===== src/design/qrs_pkg.sv =====
// ----------------------------------------------------------------------------
// qrs_pkg
// widths, kind codes, pipeline types and the 32-bit clamp
// ----------------------------------------------------------------------------
package qrs_pkg;

   localparam int COEF_W     = 16;
   localparam int NB_W       = 25;
   localparam int RAD_W      = 50;
   localparam int ROOT_W     = RAD_W / 2;
   localparam int SQRT_STEPS = RAD_W / 2;
   localparam int SQRT_REM_W = ROOT_W + 2;
   localparam int QUO_W      = 33;
   localparam int DIV_STEPS  = QUO_W;
   localparam int VAL_W      = 32;
   localparam int WIDE_W     = 48;

   localparam logic [1:0] KIND_NONE    = 2'd0;
   localparam logic [1:0] KIND_DOUBLE  = 2'd1;
   localparam logic [1:0] KIND_TWO     = 2'd2;
   localparam logic [1:0] KIND_INVALID = 2'd3;

   typedef struct packed {
      logic signed [COEF_W-1:0] coef_a;
      logic signed [COEF_W-1:0] coef_b;
      logic signed [COEF_W-1:0] coef_c;
   } coef_type;

   typedef struct packed {
      logic [1:0]              root_kind;
      logic signed [VAL_W-1:0] root_minus;
      logic signed [VAL_W-1:0] root_plus;
      logic signed [VAL_W-1:0] root_product;
      logic signed [VAL_W-1:0] root_sum;
      logic                    saturated;
   } result_type;

   typedef struct packed {
      logic [1:0]               kind;
      logic signed [NB_W-1:0]   neg_b;
      logic signed [COEF_W-1:0] coef_a;
      logic [RAD_W-1:0]         rad;
      logic [SQRT_REM_W-1:0]    rem;
      logic [ROOT_W-1:0]        root;
   } sqrt_work_type;

   typedef struct packed {
      logic [1:0]        kind;
      logic              sign_m;
      logic              sign_p;
      logic [COEF_W-1:0] den;
      logic [QUO_W-1:0]  num_m;
      logic [QUO_W-1:0]  num_p;
      logic [COEF_W-1:0] rem_m;
      logic [COEF_W-1:0] rem_p;
   } div_work_type;

   typedef struct packed {
      logic signed [VAL_W-1:0] val;
      logic                    sat;
   } clamp_type;

   function automatic clamp_type clamp_val(input logic signed [WIDE_W-1:0] v);
      clamp_type r;
      if ((&v[WIDE_W-1:VAL_W-1]) || !(|v[WIDE_W-1:VAL_W-1])) begin
         r.val = v[VAL_W-1:0];
         r.sat = 1'b0;
      end else begin
         r.val = {v[WIDE_W-1], {(VAL_W-1){~v[WIDE_W-1]}}};
         r.sat = 1'b1;
      end
      return r;
   endfunction

endpackage


===== src/design/qrs_disc.sv =====
// ----------------------------------------------------------------------------
// qrs_disc
// two stages: coefficient products, then discriminant and classification
// ----------------------------------------------------------------------------
module qrs_disc (
   input  logic                   clock,
   input  logic                   reset,
   input  logic                   in_valid,
   output logic                   in_ready,
   input  qrs_pkg::coef_type      in_data,
   output logic                   out_valid,
   input  logic                   out_ready,
   output qrs_pkg::sqrt_work_type out_data
);
   import qrs_pkg::*;

   typedef struct packed {
      logic signed [COEF_W-1:0]   coef_a;
      logic signed [COEF_W-1:0]   coef_b;
      logic signed [2*COEF_W-1:0] bb;
      logic signed [2*COEF_W-1:0] ac;
   } prod_type;

   prod_type      p_ff, p_in;
   logic          p_vld_ff;
   sqrt_work_type d_ff, d_in;
   logic          d_vld_ff;
   logic          p_rdy, d_rdy;
   logic signed [2*COEF_W+2:0] delta;

   assign d_rdy    = !d_vld_ff || out_ready;
   assign p_rdy    = !p_vld_ff || d_rdy;
   assign in_ready = p_rdy;

   always_comb begin
      p_in.coef_a = in_data.coef_a;
      p_in.coef_b = in_data.coef_b;
      p_in.bb     = $signed(in_data.coef_b) * $signed(in_data.coef_b);
      p_in.ac     = $signed(in_data.coef_a) * $signed(in_data.coef_c);
   end

   always_comb begin
      delta = $signed({{3{p_ff.bb[2*COEF_W-1]}}, p_ff.bb})
            - $signed({p_ff.ac[2*COEF_W-1], p_ff.ac, 2'b00});
      d_in.coef_a = p_ff.coef_a;
      d_in.neg_b  = -$signed({p_ff.coef_b[COEF_W-1], p_ff.coef_b, 8'b0});
      d_in.rem    = '0;
      d_in.root   = '0;
      d_in.rad    = '0;
      if (p_ff.coef_a == '0) begin
         d_in.kind = KIND_INVALID;
      end else if (delta[2*COEF_W+2]) begin
         d_in.kind = KIND_NONE;
      end else if (delta == '0) begin
         d_in.kind = KIND_DOUBLE;
      end else begin
         d_in.kind = KIND_TWO;
         d_in.rad  = {delta[RAD_W-17:0], 16'b0};
      end
   end

   always_ff @(posedge clock) begin
      if (reset) begin
         p_vld_ff <= 1'b0;
         d_vld_ff <= 1'b0;
      end else begin
         if (p_rdy) p_vld_ff <= in_valid;
         if (d_rdy) d_vld_ff <= p_vld_ff;
      end
      if (p_rdy) p_ff <= p_in;
      if (d_rdy) d_ff <= d_in;
   end

   assign out_valid = d_vld_ff;
   assign out_data  = d_ff;
endmodule


===== config.mk =====
export PLATFORM = sky130hd
export DESIGN_NAME = qrs_disc
export DESIGN_NICKNAME = d
export VERILOG_FILES = /design/src/design/qrs_pkg.sv /design/src/design/qrs_disc.sv
export SDC_FILE = /design/constraint.sdc
export NUM_CORES = 2
export LEC_CHECK = 0
export BUFFER_PORTS_ARGS = -buffer_cell sky130_fd_sc_hd__buf_2
export CORE_MARGIN = 2
export CORE_UTILIZATION = 50
export CTS_CLUSTER_SIZE = 14
export DETAILED_ROUTE_END_ITERATION = 8
export PLACE_DENSITY_LB_ADDON = 0.12
export RECOVER_POWER = 50
export REMOVE_ABC_BUFFERS = 1
export SYNTH_ARGS = -nofsm -noshare
export SYNTH_HDL_FRONTEND = slang
export SYNTH_SLANG_ARGS = --single-unit

===== constraint.sdc =====
create_clock -name clock -period 25.2 [get_ports clock]
set_input_delay 7.56 -clock clock [delete_from_list [all_inputs] [get_ports clock]]
set_output_delay 7.56 -clock clock [all_outputs]
set_load 0.03 [all_outputs]

# After elaboration in Yosys (flattened, before gate mapping)
# Cells that the tools add are included.
# op_classes
addsub	2
n_mul	2
mux	2
reduce_logical	8
# ops
cell	n
$mul 16x16->32	2
$logic_not 35->1	1
$sub 32x34->35	1
$neg 24->25	1
$logic_not 16->1	1
$mux 2	2
$reduce_or 3->1	1
$logic_not 1->1	2
$logic_or 1x1->1	2
$reduce_or 2->1	1
# totals
reg_bits	191
input_bits	52
output_inout_bits	147
elab_cells	25

# Logic depth before layout (Yosys ltp)
# logic_depth
word_depth	4
ltp_mapped	26
depth_no_buf	25

# Least setup slack after synthesis
# OpenSTA, ideal clock, no wires.
# synth_path
path_kind	in2out
startpoint	input port out_ready
endpoint	output port in_ready
arrival_time_ps	9794
slack_ps	7846
cell_stages	2
path_cell_list	nor2b_1 nand2_1
# synth_between
elab_chain_cells	2
# synth_rtl
element	line_no	source
from (decl)	qrs_disc.sv:12	input logic out_ready,
$logic_or 1x1->1	qrs_disc.sv:31	assign d_rdy = !d_vld_ff || out_ready;
$logic_or 1x1->1	qrs_disc.sv:32	assign p_rdy = !p_vld_ff || d_rdy;
to (decl)	qrs_disc.sv:9	output logic in_ready,
# No other way between the ends.

# Worst setup path after layout
# Ends and elaborated chain as after synthesis.

==> impl_metrics.csv <==
group,metric,value,unit
status,status,"complete, but fails checks",
status,violations,"capacitance limit, slew limit",
finish,area_delta_synth_final,5.31,%
route,final_antenna_net_count,0,
sta,finClkSkew,0.0158,ns
cts,cts.sinks,164,
route,dr.pass1.iters,5,
cts,htree_levels,4,
cts,cts_setup_buffers,0,
setup_path,crit_chain,"buf_2, nor2b_1, nand2_1, buf_2",
finish,final_nets,3510,
synthesis,avgSynthCellArea,9.93,um^2
die,die_height,235,um
synthesis,ys_types,69,
sta,slew_violations,117,
worst_hold_path,holdCritPathClass,"reg -> reg",
sta,post-route-period-util,68.8,%
cts,root_buffer,"clkbuf_16",
sta,max_slew_margin,-180,%
finish,drive_gt1_share,5.16,%
synthesis,synthCells,2686,
synthesis,yosysSeqAreaShare,18.4,%
die,boundaryPins,199,
setup_path,end_kind,"primary output",
flow_run,cap_violations,2,
global_route,grt_max_degree,69,
route,drc,0,
cts,clk_latency,0.48,ns
sta,setup_viol,0,
finish,n_antenna_cell,0,
global_route,grt_overflow_total,0,
setup_path,crit_fanout,47,
finish,postLayoutCoreUtil,53.3,%
sta,timing.fmax,0.0577,GHz
cts,cts.clk_slew.worst_paths,0.07,ns
cts,cts_tree,"done",
synthesis,synthFlopType,"edfxtp_1",
synthesis,synth-seq-cells,164,
cts,hold_buffers,0,
sta,rsz0062_at_grt,"false",
placed_design,io_buffers,121,
synthesis,syn_area,26700,um^2
sta,hold_viol_final,0,
route,vias,17800,
synthesis,yosysTopAreaCellShare,37.3,%
route,vias_per_cell,5.15,
sta,post-route-min-period,17.34,ns
cts,cts_max_path_buffers,2,
route,drt-initial-drc-count,879,
cts,cts-buffers-inserted,17,
global_route,grt_pass1_vias,19300,
synthesis,synth_most_common_cell,"inv_1",
global_route,grt_pass1_wl,97000,um
global_route,grt_antenna_before_repair,2,
setup_path,start_kind,"input pin",
synthesis,synth_warnings,0,
synthesis,synth_edf_count,162,
global_route,track_usage,22.1,%
die,dieWidth,235,um
placed_design,gp_congestion,0.860,
setup_path,critical_path_class,"in -> out",
die,row_count,84,
cts,post_cts_resized,0,
route,wire_per_inst,16.4,um
setup_path,cp_slowest_cell,"nand2_1",
sta,tightest_slew,4.21,ns
setup_path,critPathMostFrequentCell,"buf_2",
setup_path,cpPeakStageDelay,1.25,ns
placed_design,hpwlAfterDp,46400,um
die,die_area,55200,um^2
setup_path,crit_required,17.64,ns
synthesis,async_flop_share,0,%
sta,tns,0,ns
synthesis,synthTopCellsByCount,"inv_1 (653), fa_1 (497), nand2_1 (227)",
synthesis,yosysTopAreaCell,"fa_1",
setup_path,crit_arrival,9.78,ns
die,start_util,50.6,%
route,wirelength,56700,um
die,core_area,52700,um^2
synthesis,ys_top_cells_by_area,"fa_1 (37%), edfxtp_1 (18%), ha_1 (9.5%)",
## registers in the layout, summed over array words and instances, names as in the netlist
register and count:
p_ff 78, out_data 68, d_in 16, out_valid 1, p_vld_ff 1
## per-stage QoR
step / hold WS (ns) / setup slack [ns] / cells / area (um^2)
after floorplan: 0.427 / 7.85 / 2617 / 26100
after global placement: 0.431 / 8.83 / 3428 / 27600
after detailed placement: 0.441 / 8.80 / 3428 / 27600
after CTS: 0.451 / 8.79 / 3460 / 28200
after global routing: 0.469 / 7.56 / 3460 / 28100
final: 0.452 / 7.86 / 3460 / 28100
## final timing paths
path	from	slack, ns	end	cells past startpoint
max	out_ready	7.86	in_ready	4
min reg2reg	d_in[105]$_DFFE_PP_	0.45	out_data[105]$_DFFE_PP_	0
min	d_in[105]$_DFFE_PP_	0.45	out_data[105]$_DFFE_PP_	0
max reg2reg	p_ff[0]$_DFFE_PP_	19.42	out_data[91]$_SDFFCE_PP0P_	11
## cell families after synthesis
group                    count (synthesis)  synth area share [%]
multiplexers                             4                 0.150
other                                    1                0.0141
adder cells (fa/ha/maj)                699                  46.8
XOR/XNOR                               112                  3.68
AND/OR/NAND/NOR                        659                  12.3
flip-flops                             164                  18.4
buffers and inverters                  798                  12.4
AO/OA/AOI/OAI                          249                  6.24
## cell usage in the layout (no fill, tap or decap), types with 36 or more instances in the layout
cell type  count
edfxtp_1     162
xnor2_1       83
inv_1        652
o21ai_0       40
nand2_1      227
a21oi_1       73
and2_1       174
ha_1         202
nor2_1       116
fa_1         497
a21o_1        36
conb_1        77
buf_2         89
## critical path, delay by kind of cell
kind / cells / cell delay (ns)
buf+inv: 2 / 0.71
simple gates: 2 / 1.48
## layout make-up
type,instances,area (um^2)
Sequential cell,164,4900
Tap cell,688,861
Clock inverter,13,146
Fill cell,4909,24600
Timing Repair Buffer,123,577
Clock buffer,19,433
Inverter,653,2450
Multi-Input combinational cell,1800,18700
## per-layer routing
layer / global-route usage (%) / vias to the layer above / share of wire (%)
li1: - / 8228 / -
met1: 30.3 / 9190 / 44
met2: 36.9 / 354 / 50
met3: 3.34 / 64 / 4.3
met4: 5.79 / 0 / 1.9
met5: 0 / - / 0
Power is left out: the tool's default activity adds up to more than one toggle a clock period on the data nets, which glitch-free logic cannot reach.
